### config.mk
export PLATFORM = sky130hd
export DESIGN_NAME = sorted_timer_priority_queue_flat
export DESIGN_NICKNAME = d
export VERILOG_FILES = /design/src/stq_pkg.sv /design/src/stq_in_if.sv /design/src/stq_out_if.sv /design/src/stq_datapath.sv /design/src/stq_ctrl.sv /design/src/sorted_timer_priority_queue.sv /design/src/flat_wrapper.sv
export SDC_FILE = /design/constraint.sdc
export NUM_CORES = 1
export LEC_CHECK = 0
export BUFFER_PORTS_ARGS = -buffer_cell sky130_fd_sc_hd__buf_4
export CAP_MARGIN = 20
export CORE_ASPECT_RATIO = 1.75
export CORE_MARGIN = 2
export CORE_UTILIZATION = 60
export DETAILED_ROUTE_END_ITERATION = 10
export PLACE_DENSITY = 0.89
export SLEW_MARGIN = 15
export SYNTH_ARGS = -nofsm -noshare
export SYNTH_HDL_FRONTEND = slang
export SYNTH_SLANG_ARGS = --single-unit
### constraint.sdc
create_clock -name clk -period 12.3 [get_ports clk]
set_input_delay 2.46 -clock clk [delete_from_list [all_inputs] [get_ports clk]]
set_output_delay 2.46 -clock clk [all_outputs]
set_load 0.05 [all_outputs]
### src/stq_pkg.sv
// shared types, constants and codes for the sorted timer priority queue
// no dependencies; every other file uses this package
`default_nettype none
package stq_pkg;

	// queue geometry
	localparam int DEPTH = 16;
	localparam int IDX_W = $clog2(DEPTH);
	localparam int CNT_W = $clog2(DEPTH + 1);

	// fixed field widths
	localparam int ID_W    = 8;
	localparam int MIN_W   = 16;
	localparam int COUNT_W = 5;
	localparam int LIMIT_W = 5;

	// apb port
	localparam int ADDR_W = 3;
	localparam int DATA_W = 32;

	typedef enum logic [1:0] {
		ACT_INSERT = 2'd0,
		ACT_REMOVE_HEAD = 2'd1,
		ACT_REMOVE_ID = 2'd2,
		ACT_SUBTRACT = 2'd3
	} action_t;

	typedef enum logic [1:0] {
		ST_OK = 2'd0,
		ST_FULL = 2'd1,
		ST_EMPTY = 2'd2,
		ST_NOTFOUND = 2'd3
	} status_t;

	// register indexes
	typedef enum logic {
		REG_SORT_KEY = 1'b0,
		REG_CAPACITY = 1'b1
	} reg_idx_t;

	typedef struct packed {
		logic [ID_W-1:0]  id;
		logic [MIN_W-1:0] expire;
		logic [MIN_W-1:0] deliver;
	} entry_t;

	typedef enum logic [3:0] {
		S_IDLE,
		S_DISPATCH,
		S_INS_CHK,
		S_INS_CMP,
		S_SRCH_RD,
		S_SRCH_CMP,
		S_SHF_CHK,
		S_SHF_WR,
		S_SUB_CHK,
		S_SUB_WR,
		S_DONE
	} state_t;

	typedef enum logic [3:0] {
		OP_NONE,
		OP_LOAD,
		OP_MOVE_UP,
		OP_PLACE,
		OP_TAKE,
		OP_NEXT,
		OP_SHIFT,
		OP_SUB,
		OP_DROP,
		OP_FLAG
	} dp_op_t;

	typedef enum logic [1:0] {
		RD_PREV,
		RD_CUR,
		RD_NEXT
	} rd_sel_t;

	typedef struct packed {
		dp_op_t  op;
		logic    rd_en;
		rd_sel_t rd_sel;
		status_t flag;
		logic    out_load;
	} dp_cmd_t;

	typedef struct packed {
		action_t          action;
		logic             full;
		logic             fill_zero;
		logic             idx_zero;
		logic             idx_at_fill;
		logic             next_at_fill;
		logic             key_gt;
		logic             id_match;
		logic [CNT_W-1:0] fill;
	} dp_stat_t;

endpackage
`default_nettype wire

### src/stq_in_if.sv
// input channel: one action with its operands
// depends on stq_pkg for field widths
`default_nettype none
interface stq_in_if;
	logic                           valid;
	logic                           ready;
	logic [1:0]                     action;
	logic [stq_pkg::ID_W-1:0]       in_id;
	logic [stq_pkg::MIN_W-1:0]      in_expire_min;
	logic [stq_pkg::MIN_W-1:0]      in_deliver_min;
	logic [stq_pkg::MIN_W-1:0]      minutes_delta;
	logic                           time_field;

	modport source (output valid, action, in_id, in_expire_min, in_deliver_min,
		minutes_delta, time_field, input ready);
	modport sink (input valid, action, in_id, in_expire_min, in_deliver_min,
		minutes_delta, time_field, output ready);
endinterface
`default_nettype wire

### src/stq_out_if.sv
// output channel: one result per action
// depends on stq_pkg for field widths
`default_nettype none
interface stq_out_if;
	logic                           valid;
	logic                           ready;
	logic [1:0]                     status;
	logic [stq_pkg::ID_W-1:0]       out_id;
	logic [stq_pkg::MIN_W-1:0]      out_expire_min;
	logic [stq_pkg::MIN_W-1:0]      out_deliver_min;
	logic [stq_pkg::COUNT_W-1:0]    entry_count;

	modport source (output valid, status, out_id, out_expire_min, out_deliver_min,
		entry_count, input ready);
	modport sink (input valid, status, out_id, out_expire_min, out_deliver_min,
		entry_count, output ready);
endinterface
`default_nettype wire

### src/stq_datapath.sv
// datapath: entry memory, walk pointer, fill count, item and result registers
// depends on stq_pkg; driven by stq_ctrl commands
`default_nettype none
module stq_datapath (
	input  wire logic                          clk,
	input  wire logic                          arst_n,
	input  wire stq_pkg::dp_cmd_t              cmd,
	input  wire logic [1:0]                    action,
	input  wire logic [stq_pkg::ID_W-1:0]      in_id,
	input  wire logic [stq_pkg::MIN_W-1:0]     in_expire_min,
	input  wire logic [stq_pkg::MIN_W-1:0]     in_deliver_min,
	input  wire logic [stq_pkg::MIN_W-1:0]     minutes_delta,
	input  wire logic                          time_field,
	input  wire logic                          sort_key,
	input  wire logic [stq_pkg::LIMIT_W-1:0]   cap_limit,
	output stq_pkg::dp_stat_t                  stat,
	output logic [1:0]                         status,
	output logic [stq_pkg::ID_W-1:0]           out_id,
	output logic [stq_pkg::MIN_W-1:0]          out_expire_min,
	output logic [stq_pkg::MIN_W-1:0]          out_deliver_min,
	output logic [stq_pkg::COUNT_W-1:0]        entry_count
);

	stq_pkg::entry_t                mem_q [stq_pkg::DEPTH];
	stq_pkg::entry_t                rd_q;
	stq_pkg::entry_t                new_entry;
	stq_pkg::entry_t                sub_entry;
	logic [stq_pkg::CNT_W-1:0]      fill_q;
	logic [stq_pkg::CNT_W-1:0]      idx_q;
	logic [stq_pkg::CNT_W-1:0]      rd_addr_full;
	logic [stq_pkg::IDX_W-1:0]      rd_addr;
	logic [stq_pkg::IDX_W-1:0]      wr_addr;
	logic [stq_pkg::CNT_W:0]        cap_eff;
	stq_pkg::action_t               act_q;
	logic [stq_pkg::ID_W-1:0]       id_q;
	logic [stq_pkg::MIN_W-1:0]      exp_q;
	logic [stq_pkg::MIN_W-1:0]      del_q;
	logic [stq_pkg::MIN_W-1:0]      delta_q;
	logic                           field_q;
	stq_pkg::status_t               res_status_q;
	stq_pkg::entry_t                res_entry_q;
	logic [stq_pkg::MIN_W-1:0]      rd_key;
	logic [stq_pkg::MIN_W-1:0]      new_key;
	logic [stq_pkg::MIN_W-1:0]      sub_src;
	logic [stq_pkg::MIN_W-1:0]      sub_val;
	logic [1:0]                     out_status_q;
	stq_pkg::entry_t                out_entry_q;
	logic [stq_pkg::CNT_W-1:0]      out_count_q;

	// read address relative to the walk pointer
	always_comb begin
		case (cmd.rd_sel)
			stq_pkg::RD_PREV: rd_addr_full = idx_q - stq_pkg::CNT_W'(1);
			stq_pkg::RD_NEXT: rd_addr_full = idx_q + stq_pkg::CNT_W'(1);
			default:          rd_addr_full = idx_q;
		endcase
	end
	assign rd_addr = rd_addr_full[stq_pkg::IDX_W-1:0];
	assign wr_addr = idx_q[stq_pkg::IDX_W-1:0];

	// key compare for the insert walk
	assign rd_key  = sort_key ? rd_q.deliver : rd_q.expire;
	assign new_key = sort_key ? del_q : exp_q;
	assign new_entry = '{id: id_q, expire: exp_q, deliver: del_q};

	// saturating subtract of the chosen time field
	assign sub_src = field_q ? rd_q.deliver : rd_q.expire;
	assign sub_val = (sub_src > delta_q) ? sub_src - delta_q : '0;
	always_comb begin
		sub_entry = rd_q;
		if (field_q) begin
			sub_entry.deliver = sub_val;
		end else begin
			sub_entry.expire = sub_val;
		end
	end

	// effective capacity, clipped at the memory depth
	assign cap_eff = ((stq_pkg::CNT_W + 1)'(cap_limit) > (stq_pkg::CNT_W + 1)'(stq_pkg::DEPTH))
		? (stq_pkg::CNT_W + 1)'(stq_pkg::DEPTH) : (stq_pkg::CNT_W + 1)'(cap_limit);

	// status toward the controller
	always_comb begin
		stat.action       = act_q;
		stat.full         = (stq_pkg::CNT_W + 1)'(fill_q) >= cap_eff;
		stat.fill_zero    = fill_q == '0;
		stat.idx_zero     = idx_q == '0;
		stat.idx_at_fill  = idx_q == fill_q;
		stat.next_at_fill = (idx_q + stq_pkg::CNT_W'(1)) >= fill_q;
		stat.key_gt       = rd_key > new_key;
		stat.id_match     = rd_q.id == id_q;
		stat.fill         = fill_q;
	end

	// entry memory, one write and one registered read per cycle
	always_ff @(posedge clk) begin
		if (cmd.rd_en) begin
			rd_q <= mem_q[rd_addr];
		end
		case (cmd.op)
			stq_pkg::OP_MOVE_UP: mem_q[wr_addr] <= rd_q;
			stq_pkg::OP_PLACE:   mem_q[wr_addr] <= new_entry;
			stq_pkg::OP_SHIFT:   mem_q[wr_addr] <= rd_q;
			stq_pkg::OP_SUB:     mem_q[wr_addr] <= sub_entry;
			default: ;
		endcase
	end

	// walk pointer and fill count
	always_ff @(posedge clk or negedge arst_n) begin
		if (!arst_n) begin
			fill_q <= '0;
			idx_q  <= '0;
		end else begin
			case (cmd.op)
				stq_pkg::OP_LOAD: begin
					idx_q <= (stq_pkg::action_t'(action) == stq_pkg::ACT_INSERT) ? fill_q : '0;
				end
				stq_pkg::OP_MOVE_UP: idx_q <= idx_q - stq_pkg::CNT_W'(1);
				stq_pkg::OP_PLACE:   fill_q <= fill_q + stq_pkg::CNT_W'(1);
				stq_pkg::OP_NEXT,
				stq_pkg::OP_SHIFT,
				stq_pkg::OP_SUB:     idx_q <= idx_q + stq_pkg::CNT_W'(1);
				stq_pkg::OP_DROP:    fill_q <= fill_q - stq_pkg::CNT_W'(1);
				default: ;
			endcase
		end
	end

	// item operands and result under construction
	always_ff @(posedge clk) begin
		case (cmd.op)
			stq_pkg::OP_LOAD: begin
				act_q        <= stq_pkg::action_t'(action);
				id_q         <= in_id;
				exp_q        <= in_expire_min;
				del_q        <= in_deliver_min;
				delta_q      <= minutes_delta;
				field_q      <= time_field;
				res_status_q <= stq_pkg::ST_OK;
				res_entry_q  <= '0;
			end
			stq_pkg::OP_TAKE: res_entry_q <= rd_q;
			stq_pkg::OP_FLAG: res_status_q <= cmd.flag;
			default: ;
		endcase
	end

	// output register, holds until the transfer
	always_ff @(posedge clk) begin
		if (cmd.out_load) begin
			out_status_q <= res_status_q;
			out_entry_q  <= res_entry_q;
			out_count_q  <= fill_q;
		end
	end

	assign status          = out_status_q;
	assign out_id          = out_entry_q.id;
	assign out_expire_min  = out_entry_q.expire;
	assign out_deliver_min = out_entry_q.deliver;
	assign entry_count     = stq_pkg::COUNT_W'(out_count_q);

endmodule
`default_nettype wire

### src/stq_ctrl.sv
// controller: sequences one action over the entry memory
// depends on stq_pkg; commands stq_datapath
`default_nettype none
module stq_ctrl (
	input  wire logic               clk,
	input  wire logic               arst_n,
	input  wire logic               in_valid,
	output logic                    in_ready,
	output logic                    out_valid,
	input  wire logic               out_ready,
	input  wire stq_pkg::dp_stat_t  stat,
	output stq_pkg::dp_cmd_t        cmd
);

	stq_pkg::state_t state_q;
	stq_pkg::state_t state_d;
	logic            out_valid_q;
	logic            out_free;

	assign out_free = !out_valid_q || out_ready;

	// next state
	always_comb begin
		state_d = state_q;
		case (state_q)
			stq_pkg::S_IDLE: begin
				if (in_valid) state_d = stq_pkg::S_DISPATCH;
			end
			stq_pkg::S_DISPATCH: begin
				case (stat.action)
					stq_pkg::ACT_INSERT:
						state_d = stat.full ? stq_pkg::S_DONE : stq_pkg::S_INS_CHK;
					stq_pkg::ACT_SUBTRACT: state_d = stq_pkg::S_SUB_CHK;
					default:
						state_d = stat.fill_zero ? stq_pkg::S_DONE : stq_pkg::S_SRCH_RD;
				endcase
			end
			stq_pkg::S_INS_CHK:
				state_d = stat.idx_zero ? stq_pkg::S_DONE : stq_pkg::S_INS_CMP;
			stq_pkg::S_INS_CMP:
				state_d = stat.key_gt ? stq_pkg::S_INS_CHK : stq_pkg::S_DONE;
			stq_pkg::S_SRCH_RD:
				state_d = stat.idx_at_fill ? stq_pkg::S_DONE : stq_pkg::S_SRCH_CMP;
			stq_pkg::S_SRCH_CMP: begin
				if (stat.action == stq_pkg::ACT_REMOVE_HEAD || stat.id_match) begin
					state_d = stq_pkg::S_SHF_CHK;
				end else begin
					state_d = stq_pkg::S_SRCH_RD;
				end
			end
			stq_pkg::S_SHF_CHK:
				state_d = stat.next_at_fill ? stq_pkg::S_DONE : stq_pkg::S_SHF_WR;
			stq_pkg::S_SHF_WR: state_d = stq_pkg::S_SHF_CHK;
			stq_pkg::S_SUB_CHK:
				state_d = stat.idx_at_fill ? stq_pkg::S_DONE : stq_pkg::S_SUB_WR;
			stq_pkg::S_SUB_WR: state_d = stq_pkg::S_SUB_CHK;
			stq_pkg::S_DONE: begin
				if (out_free) state_d = stq_pkg::S_IDLE;
			end
			default: state_d = stq_pkg::S_IDLE;
		endcase
	end

	// commands
	always_comb begin
		cmd = '{op: stq_pkg::OP_NONE, rd_en: 1'b0, rd_sel: stq_pkg::RD_CUR,
			flag: stq_pkg::ST_OK, out_load: 1'b0};
		in_ready = 1'b0;
		case (state_q)
			stq_pkg::S_IDLE: begin
				in_ready = 1'b1;
				if (in_valid) cmd.op = stq_pkg::OP_LOAD;
			end
			stq_pkg::S_DISPATCH: begin
				if (stat.action == stq_pkg::ACT_INSERT) begin
					if (stat.full) begin
						cmd.op   = stq_pkg::OP_FLAG;
						cmd.flag = stq_pkg::ST_FULL;
					end
				end else if (stat.action != stq_pkg::ACT_SUBTRACT && stat.fill_zero) begin
					cmd.op   = stq_pkg::OP_FLAG;
					cmd.flag = stq_pkg::ST_EMPTY;
				end
			end
			stq_pkg::S_INS_CHK: begin
				if (stat.idx_zero) begin
					cmd.op = stq_pkg::OP_PLACE;
				end else begin
					cmd.rd_en  = 1'b1;
					cmd.rd_sel = stq_pkg::RD_PREV;
				end
			end
			stq_pkg::S_INS_CMP:
				cmd.op = stat.key_gt ? stq_pkg::OP_MOVE_UP : stq_pkg::OP_PLACE;
			stq_pkg::S_SRCH_RD: begin
				if (stat.idx_at_fill) begin
					cmd.op   = stq_pkg::OP_FLAG;
					cmd.flag = stq_pkg::ST_NOTFOUND;
				end else begin
					cmd.rd_en = 1'b1;
				end
			end
			stq_pkg::S_SRCH_CMP: begin
				if (stat.action == stq_pkg::ACT_REMOVE_HEAD || stat.id_match) begin
					cmd.op = stq_pkg::OP_TAKE;
				end else begin
					cmd.op = stq_pkg::OP_NEXT;
				end
			end
			stq_pkg::S_SHF_CHK: begin
				if (stat.next_at_fill) begin
					cmd.op = stq_pkg::OP_DROP;
				end else begin
					cmd.rd_en  = 1'b1;
					cmd.rd_sel = stq_pkg::RD_NEXT;
				end
			end
			stq_pkg::S_SHF_WR: cmd.op = stq_pkg::OP_SHIFT;
			stq_pkg::S_SUB_CHK: cmd.rd_en = !stat.idx_at_fill;
			stq_pkg::S_SUB_WR: cmd.op = stq_pkg::OP_SUB;
			stq_pkg::S_DONE: cmd.out_load = out_free;
			default: ;
		endcase
	end

	// state and result valid
	always_ff @(posedge clk or negedge arst_n) begin
		if (!arst_n) begin
			state_q     <= stq_pkg::S_IDLE;
			out_valid_q <= 1'b0;
		end else begin
			state_q <= state_d;
			if (cmd.out_load) begin
				out_valid_q <= 1'b1;
			end else if (out_ready) begin
				out_valid_q <= 1'b0;
			end
		end
	end

	assign out_valid = out_valid_q;

endmodule
`default_nettype wire

### src/sorted_timer_priority_queue.sv
// top level: apb configuration registers, controller and datapath
// depends on stq_pkg, stq_in_if, stq_out_if, stq_ctrl, stq_datapath
`default_nettype none
// Sorted timer queue of up to 16 entries (id, expiry and delivery minutes),
// kept packed in ascending key order in a single-port-read entry memory.
// One action is handled at a time; each returns one result. The walk reads the
// slots it touches through a registered read port. Insert moves each entry
// with a larger key one slot toward the tail, then places the new entry;
// remove searches from the head and shifts the later entries toward the head;
// subtract walks every entry. A new action is taken while the previous result
// still waits at the output. Configuration (sort key at 0x0, capacity at 0x4)
// is to be written by the user only while idle; the block itself does not enforce it.
module sorted_timer_priority_queue (
	input  wire logic                          clk,
	input  wire logic                          arst_n,
	stq_in_if.sink                             in_ch,
	stq_out_if.source                          out_ch,
	input  wire logic                          psel,
	input  wire logic                          penable,
	input  wire logic                          pwrite,
	input  wire logic [stq_pkg::ADDR_W-1:0]    paddr,
	input  wire logic [stq_pkg::DATA_W-1:0]    pwdata,
	output logic [stq_pkg::DATA_W-1:0]         prdata,
	output logic                               pready
);

	logic                          sort_key_q;
	logic [stq_pkg::LIMIT_W-1:0]   cap_limit_q;
	stq_pkg::reg_idx_t             reg_idx;
	logic                          cfg_wr;
	stq_pkg::dp_cmd_t              cmd;
	stq_pkg::dp_stat_t             stat;

	// apb register file
	assign pready  = 1'b1;
	assign reg_idx = stq_pkg::reg_idx_t'(paddr[2]);
	assign cfg_wr  = psel && penable && pwrite;

	always_ff @(posedge clk or negedge arst_n) begin
		if (!arst_n) begin
			sort_key_q  <= 1'b0;
			cap_limit_q <= stq_pkg::LIMIT_W'(stq_pkg::DEPTH);
		end else if (cfg_wr) begin
			case (reg_idx)
				stq_pkg::REG_SORT_KEY: sort_key_q <= pwdata[0];
				stq_pkg::REG_CAPACITY: cap_limit_q <= pwdata[stq_pkg::LIMIT_W-1:0];
				default: ;
			endcase
		end
	end

	always_comb begin
		case (reg_idx)
			stq_pkg::REG_SORT_KEY: prdata = stq_pkg::DATA_W'(sort_key_q);
			stq_pkg::REG_CAPACITY: prdata = stq_pkg::DATA_W'(cap_limit_q);
			default:               prdata = '0;
		endcase
	end

	// sequencer
	stq_ctrl u_ctrl (
		.clk       (clk),
		.arst_n    (arst_n),
		.in_valid  (in_ch.valid),
		.in_ready  (in_ch.ready),
		.out_valid (out_ch.valid),
		.out_ready (out_ch.ready),
		.stat      (stat),
		.cmd       (cmd)
	);

	// entry storage and arithmetic
	stq_datapath u_datapath (
		.clk             (clk),
		.arst_n          (arst_n),
		.cmd             (cmd),
		.action          (in_ch.action),
		.in_id           (in_ch.in_id),
		.in_expire_min   (in_ch.in_expire_min),
		.in_deliver_min  (in_ch.in_deliver_min),
		.minutes_delta   (in_ch.minutes_delta),
		.time_field      (in_ch.time_field),
		.sort_key        (sort_key_q),
		.cap_limit       (cap_limit_q),
		.stat            (stat),
		.status          (out_ch.status),
		.out_id          (out_ch.out_id),
		.out_expire_min  (out_ch.out_expire_min),
		.out_deliver_min (out_ch.out_deliver_min),
		.entry_count     (out_ch.entry_count)
	);

`ifndef ASSERT_OFF
	// fill never passes the memory depth
	a_fill_bound: assert property (@(posedge clk) disable iff (!arst_n)
		stat.fill <= stq_pkg::CNT_W'(stq_pkg::DEPTH))
		else $error("fill count above depth");

	// one action at a time
	a_one_item: assert property (@(posedge clk) disable iff (!arst_n)
		in_ch.valid && in_ch.ready |=> !in_ch.ready)
		else $error("input taken while busy");

	// flagged results carry no entry
	a_flag_clean: assert property (@(posedge clk) disable iff (!arst_n)
		out_ch.valid && out_ch.status != stq_pkg::ST_OK |-> out_ch.out_id == '0
		&& out_ch.out_expire_min == '0 && out_ch.out_deliver_min == '0)
		else $error("flagged result with entry data");
`endif

endmodule
`default_nettype wire
### src/flat_wrapper.sv
// flat-port wrapper written by rule: the top's interface ports become plain ports
module sorted_timer_priority_queue_flat 
  (clk, arst_n, psel, penable, pwrite, paddr, pwdata, prdata, pready, in_ch_valid, in_ch_action, in_ch_in_id, in_ch_in_expire_min, in_ch_in_deliver_min, in_ch_minutes_delta, in_ch_time_field, in_ch_ready, out_ch_valid, out_ch_status, out_ch_out_id, out_ch_out_expire_min, out_ch_out_deliver_min, out_ch_entry_count, out_ch_ready);
  stq_in_if in_ch_i ();
  stq_out_if out_ch_i ();
  input  wire logic clk;
  input  wire logic arst_n;
  input  wire logic psel;
  input  wire logic penable;
  input  wire logic pwrite;
  input  wire logic [stq_pkg::ADDR_W-1:0] paddr;
  input  wire logic [stq_pkg::DATA_W-1:0] pwdata;
  output logic [stq_pkg::DATA_W-1:0] prdata;
  output logic pready;
  input wire logic [$bits(in_ch_i.valid)-1:0] in_ch_valid;
  input wire logic [$bits(in_ch_i.action)-1:0] in_ch_action;
  input wire logic [$bits(in_ch_i.in_id)-1:0] in_ch_in_id;
  input wire logic [$bits(in_ch_i.in_expire_min)-1:0] in_ch_in_expire_min;
  input wire logic [$bits(in_ch_i.in_deliver_min)-1:0] in_ch_in_deliver_min;
  input wire logic [$bits(in_ch_i.minutes_delta)-1:0] in_ch_minutes_delta;
  input wire logic [$bits(in_ch_i.time_field)-1:0] in_ch_time_field;
  output wire logic [$bits(in_ch_i.ready)-1:0] in_ch_ready;
  output wire logic [$bits(out_ch_i.valid)-1:0] out_ch_valid;
  output wire logic [$bits(out_ch_i.status)-1:0] out_ch_status;
  output wire logic [$bits(out_ch_i.out_id)-1:0] out_ch_out_id;
  output wire logic [$bits(out_ch_i.out_expire_min)-1:0] out_ch_out_expire_min;
  output wire logic [$bits(out_ch_i.out_deliver_min)-1:0] out_ch_out_deliver_min;
  output wire logic [$bits(out_ch_i.entry_count)-1:0] out_ch_entry_count;
  input wire logic [$bits(out_ch_i.ready)-1:0] out_ch_ready;
  assign in_ch_i.valid = in_ch_valid;
  assign in_ch_i.action = in_ch_action;
  assign in_ch_i.in_id = in_ch_in_id;
  assign in_ch_i.in_expire_min = in_ch_in_expire_min;
  assign in_ch_i.in_deliver_min = in_ch_in_deliver_min;
  assign in_ch_i.minutes_delta = in_ch_minutes_delta;
  assign in_ch_i.time_field = in_ch_time_field;
  assign in_ch_ready = in_ch_i.ready;
  assign out_ch_valid = out_ch_i.valid;
  assign out_ch_status = out_ch_i.status;
  assign out_ch_out_id = out_ch_i.out_id;
  assign out_ch_out_expire_min = out_ch_i.out_expire_min;
  assign out_ch_out_deliver_min = out_ch_i.out_deliver_min;
  assign out_ch_entry_count = out_ch_i.entry_count;
  assign out_ch_i.ready = out_ch_ready;
  sorted_timer_priority_queue u_core (.clk(clk), .arst_n(arst_n), .in_ch(in_ch_i), .out_ch(out_ch_i), .psel(psel), .penable(penable), .pwrite(pwrite), .paddr(paddr), .pwdata(pwdata), .prdata(prdata), .pready(pready));
endmodule
## Word level (Yosys, flattened, before mapping)

Memories as Yosys holds them, arrays and structs flattened. A register that Yosys moved wholly into a read port is not among the register bits.
Index checks and enable logic that the tools add are counted.

- Word-level logic and storage cells: 146
- Input bits: 101
- Memories: 1
- Register bits after elaboration: 169
- Output and inout port bits: 82
- RAM bits: 640

Memories:

| memory | depth | bits a word | rd ports | clocked after memory_dff | write ports | line | RTL |
|---|---|---|---|---|---|---|---|
| u_core.u_datapath.mem_q | 16 | 40 | 1 | 1 | 1 | stq_datapath.sv:24 | `stq_pkg::entry_t mem_q [stq_pkg::DEPTH];` |

- Reduce and logical (&&, ||, !) cells: 22
- Equality and inequality tests: 27
- $add $sub $neg: 5
- Order comparisons: 5
- Bitwise operators: 4
- Multiplexer cells: 61

Operator list:

| operator | count |
|---|---|
| two-way mux 40 bit | 3 |
| two-way mux 16 bit | 6 |
| case mux 40 bit (2 select lines) | 1 |
| case mux 32 bit (2 select lines) | 1 |
| two-way mux 4 bit | 13 |
| case mux 4 bit (11 select lines) | 1 |
| case mux 4 bit (9 select lines) | 1 |
| equality test 4 x 3 -> 1 bit (second input constant) | 8 |
| > comparator 16 bit | 2 |
| equality test 4 bit (second input constant) | 5 |
| two-way mux 1 bit | 17 |
| equality test 4 x 2 -> 1 bit (second input constant) | 4 |
| case mux 4 bit (2 select lines) | 2 |
| subtractor 16 bit | 1 |
| case mux 5 bit (3 select lines) | 1 |
| two-way mux 2 bit | 6 |
| case mux 2 bit (2 select lines) | 3 |
| adder 5 x 1 -> 5 bit (second input constant) | 2 |
| greater-or-equal comparator 5 bit | 2 |
| zero test 5 bit | 2 |
| two-way mux 5 bit | 2 |
| case mux 5 bit (2 select lines) | 1 |
| subtractor 5 x 1 -> 5 bit (second input constant) | 2 |
| equality test 4 x 1 -> 1 bit (second input constant) | 2 |
| 19 further kinds | 36 |

## Logic depth before layout (Yosys ltp)

- Word-level depth: 12
- Mapped depth: 16
- Mapped depth without buffers: 15

## Modules after synthesis

A second synthesis with hierarchy kept.

- Cell total of the unflattened synthesis: 2,409
- Area, all modules: 35,467.8 µm²

Modules (own cells, without submodules):

| module | sequential area each (µm²) | cells an instance | times used | area each (µm²) |
|---|---|---|---|---|
| stq_datapath | 25,114.1 | 2,284 | 1 | 34,346.7 |
| stq_ctrl | 125.1 | 76 | 1 | 626.9 |
| sorted_timer_priority_queue | 151.4 | 49 | 1 | 494.2 |

## Worst setup path before layout

OpenSTA, ideal clock, no wires.

- Path kind: input -> register
- Start point: input port out_ch_ready
- End point: register u_core.u_datapath.out_count_q (netlist bit u_core.u_datapath.entry_count[0]) (enable)
- Setup slack: 6.079 ns
- Buffers on the path: 0
- Data required time: 11.790 ns
- Cell stages on the path: 2
- Setup time: 0.510 ns
- Arrival time: 5.711 ns
- Cell sequence: nor2b_1 -> nor3_1

RTL lines:

| item | line | RTL |
|---|---|---|
| from (decl) | flat_wrapper.sv:29 | `input wire logic [$bits(out_ch_i.ready)-1:0] out_ch_ready;` |
| to (signal assigned) | stq_datapath.sv:154 | `out_count_q <= fill_q;` |
| to (decl) | stq_datapath.sv:48 | `logic [stq_pkg::CNT_W-1:0] out_count_q;` |

## Worst setup path after layout

- Start point: register u_core.u_datapath.idx_q[0] in the netlist's numbering
- End point: register, netlist name u_core.u_datapath.rd_q[31]

- Longest elaborated chain between the ends: 6
- Elaborated cells on any way between the ends: 14
- Those cells by class: 2 x add/sub; 1 x order compare; 2 x eq/ne; 6 x mux; 3 x reduce/logical

Ends and longest elaborated chain:

| item | line | RTL |
|---|---|---|
| from (decl) | stq_datapath.sv:29 | `logic [stq_pkg::CNT_W-1:0] idx_q;` |
| from (signal assigned) | stq_datapath.sv:117 | `idx_q <= (stq_pkg::action_t'(action) == stq_pkg::ACT_INSERT) ? fill_q : '0;` |
| from (signal assigned) | stq_datapath.sv:119 | `stq_pkg::OP_MOVE_UP: idx_q <= idx_q - stq_pkg::CNT_W'(1);` |
| from (signal assigned) | stq_datapath.sv:123 | `stq_pkg::OP_SUB: idx_q <= idx_q + stq_pkg::CNT_W'(1);` |
| adder 5 x 1 -> 5 bit | stq_datapath.sv:89 | `stat.next_at_fill = (idx_q + stq_pkg::CNT_W'(1)) >= fill_q;` |
| greater-or-equal comparator 5 bit | stq_datapath.sv:89 |  |
| two-way mux 3 bit | stq_ctrl.sv:111 | `if (stat.next_at_fill) begin` |
| case mux 2 bit (2 select lines) | stq_ctrl.sv:69 | `case (state_q)` |
| equality test 2 bit / zero test 2 bit (equally long branches) | stq_datapath.sv:52 | `case (cmd.rd_sel)` |
| case mux 4 bit (2 select lines) | stq_datapath.sv:52 |  |

Parallel ways exist; a longest one is shown, timed or not.
A chain may end at the register's enable or synchronous reset.

==> metrics.cfg <==
[outcome]
status=finished clean

[job]
max_cap_violations=0

[routing]
ant_nets=0
vias=19598
wl_per_cell_um=30.6
firstDrtPassIters=5
drt_wl_total_um=88000
viasPerCell=6.80
drt-initial-drc-count=2321
drc=0

[cts]
cts_buffer_depth=3
clock_latency_ps=630
path_clk_slew_ps=70
cts_resized=0
cts_buffers=73
h-tree-depth=3
clockRootBuffer=clkbuf_16
cts_tree=done
post-cts-setup-buffers=0
cts.sinks=849
cts_hold_buffers=0

[yosys]
synth_ff_type=edfxtp_1
yosys_warnings=0
synth_cells=1890
yosysUniqueCellTypes=68
synth.avg_cell_area_um2=18.4
synth_edf_count=828
synthArstFlopShare_pct=2.47
syn_area_mm2=0.0347
synth-seq-cells=849
synth.yosys.seq_area_share_pct=73.2

[sta]
holdWs_ps=419
fmax_mhz=163
tns_ps=0
min_period_over_period_pct=49.7
tightest_slew_ps=1130
drv_slew=0
fin_crit_ps=6120
setup-violations-final=0
clock_skew_ps=33.7
rsz0062_at_grt=false
hold_viol=0
fin_ws_ps=6180
max_slew_margin_pct=24.9

[worst_setup_path]
end_kind=flip-flop
cp.required_ps=12660
path_cells=inv_2, ha_1, ha_1, nand2_1, o21ai_0, o41a_1, nor2_1, a211oi_4, buf_12, buf_4, mux4_2, a22oi_1, nand2_1
crit_family=buffers and inverters
crit_path_start_kind=flip-flop
crit_arrival_ps=6480
critPathKind=reg2reg
critical-path-slowest-cell=buf_4
slowest_delay_ps=910
cp_max_fo=106
path_buf_inv=3

[power_and_ir_drop]
powerDensity_mw_per_mm2=272
p_seq_share_pct=41.3
total_power_mw=10.6
ir_drop_v=0.000210
sw_frac_of_total_pct=35.4
clkPwrFrac_pct=21.4
internal_power_mw=6.84
power.leakage_nw=13.1
p_switching_mw=3.75
comb_power_share_pct=37.3

[global_route]
overflow=0
grt_pass1_vias=20141
grt_pass1_wl_um=128000
grt_usage_pct=30.1
grt_max_degree=107
antenna_found_initial=3

[floorplan]
die_w_um=186
row_count=116
coreArea_mm2=0.0572
die_h_um=322
ios=183
start_util_pct=60.7
die_area_mm2=0.0599

[final_layout]
syn2layout_area_growth_pct=12.3
nets=2212
fin_cells=2880
drive_gt1_share_pct=24.5

[placement]
dp_hpwl_um=49300
place_ws_ps=6250
gp_congestion=0.913
place_inst=2744
portBuffers=125

[hold_path]
hold_path_class=reg2reg

==> registers in the layout, indices dropped and copies added, names as in the netlist, 2 cells and up <==
name,cells
u_core.u_datapath.id_q,8
u_core.u_datapath.out_expire_min,16
u_core.u_datapath.fill_q,5
u_core.u_ctrl.state_q,4
u_core.u_datapath.entry_count,5
u_core.u_datapath.exp_q,16
u_core.u_datapath.idx_q,5
u_core.u_datapath.rd_q,40
u_core.u_datapath.status,2
u_core.u_datapath.del_q,16
u_core.u_datapath.out_id,8
u_core.u_datapath.mem_q,640
u_core.u_datapath.res_status_q,2
u_core.u_datapath.delta_q,16
u_core.u_datapath.act_q,2
u_core.cap_limit_q,5
u_core.u_datapath.res_entry_q,40
u_core.u_datapath.out_deliver_min,16
==> worst paths after layout <==
| kind | depth (start not counted) | slack (ps) | start | endpoint |
|---|---|---|---|---|
| worst max-delay path | 13 | 6180 | u_core.u_datapath.idx_q[0] | u_core.u_datapath.rd_q[31] |
| worst min-delay path | 0 | 420 | u_core.u_datapath.res_entry_q[33] | u_core.u_datapath.out_id[1] |
| worst max register to register | 13 | 6180 | u_core.u_datapath.idx_q[0] | u_core.u_datapath.rd_q[31] |
| worst min register to register | 0 | 420 | u_core.u_datapath.res_entry_q[33] | u_core.u_datapath.out_id[1] |
| max in group asynchronous | 1 | 10290 | arst_n | u_core.cap_limit_q[4] |
| min in group asynchronous | 1 | 1720 | arst_n | u_core.u_datapath.idx_q[2] |
==> synthesized netlist by cell type, drive strengths merged, types with 3 or more instances <==
cell       n  area share (%)
edfxtp   828              72
mux4     156              10
nand2    106             1.1
a22oi     95             2.1
buf       75             1.4
a21oi     62            0.89
nor2      60            0.71
ha        53             1.9
o21ai     52            0.75
and2      46            0.83
inv       38            0.41
mux2      38             1.2
clkbuf    35            0.38
dfrtp     20             1.4
xnor2     20            0.53
nor3      19            0.27
o22ai     18            0.32
xor2      18            0.45
mux2i     17            0.49
a21o      12            0.26
nand2b    11            0.20
nand3     10            0.14
a211oi     9            0.23
nor2b      9            0.16
nand4      7            0.13
o221ai     6            0.15
o211ai     5            0.11
o31ai      5            0.11
a2111oi    4            0.10
and3       4           0.072
nand3b     4           0.087
o21bai     4           0.087
or2        4           0.072
nor4       3           0.054
==> logic make-up after synthesis <==
| kind of cell | Yosys count | share of synthesized area [%] |
|---|---|---|
| DFF | 849 | 73.2 |
| AOI/OAI and AO/OA | 294 | 5.62 |
| buffers and inverters | 149 | 2.24 |
| muxes | 211 | 11.8 |
| other | 2 | 0.0216 |
| adders and majority gates | 55 | 2.03 |
| xor gates and xnor gates | 38 | 0.981 |
| and+or+nand+nor | 292 | 4.11 |
==> power by group through the flow <==
stage / logic (mW) / clock network [mW] / registers, mW
floorplan: 2.80 / 0 / 4.29
global placement: 3.61 / 0 / 4.39
detailed placement: 3.81 / 0 / 4.41
CTS: 3.89 / 2.29 / 4.36
global route: 4.23 / 2.38 / 4.38
finish: 3.95 / 2.27 / 4.37
==> cell usage in the layout, fill, tap and decap left out, drive strengths merged, types with 4 or more instances in the layout <==
cell type and instances:
a2111oi 4, a211oi 9, a21o 12, a21oi 62, a22oi 95, and2 46, and3 4, buf 174
bufinv 6, clkbuf 87, clkinv 32, conb 28, dfrtp 20, edfxtp 828, ha 53, inv 42
mux2 38, mux2i 17, mux4 156, nand2 106, nand2b 11, nand3 10, nand3b 4, nand4 7
nor2 60, nor2b 9, nor3 19, o211ai 5, o21ai 52, o21bai 4, o221ai 6, o22ai 18
o31ai 5, or2 4, xnor2 20, xor2 18
==> routing by layer <==
layer	GRT usage [%]	up-vias	part of all wire, %
met2	49.1	1546	49
met5	0	-	0
met3	6.00	405	10
met1	36.4	9756	33
met4	20.1	0	7.6
li1	-	7891	-
==> layout make-up <==
cell class | count | area (µm²)
repair buffers | 175 | 1330
fillers | 3418 | 18200
well taps | 767 | 960
diodes | 2 | 5.00
flip-flops and latches | 849 | 25400
inverters | 39 | 146
multi-input cells | 918 | 8830
clock buffers | 86 | 1920
clock inverters | 44 | 395
==> metrics by stage <==
| step | utilization (%) | instance area (µm²) |
|---|---|---|
| 2_1_floorplan | - | 34800 |
| 5_1_grt | 68.2 | 39000 |
| 6_report | 68.2 | 39000 |
| 3_3_place_gp | 64.0 | 36600 |
| 3_5_place_dp | 64.0 | 36600 |
| 4_1_cts | 68.0 | 38900 |
Note: power is estimated with default switching activity, not from simulation.
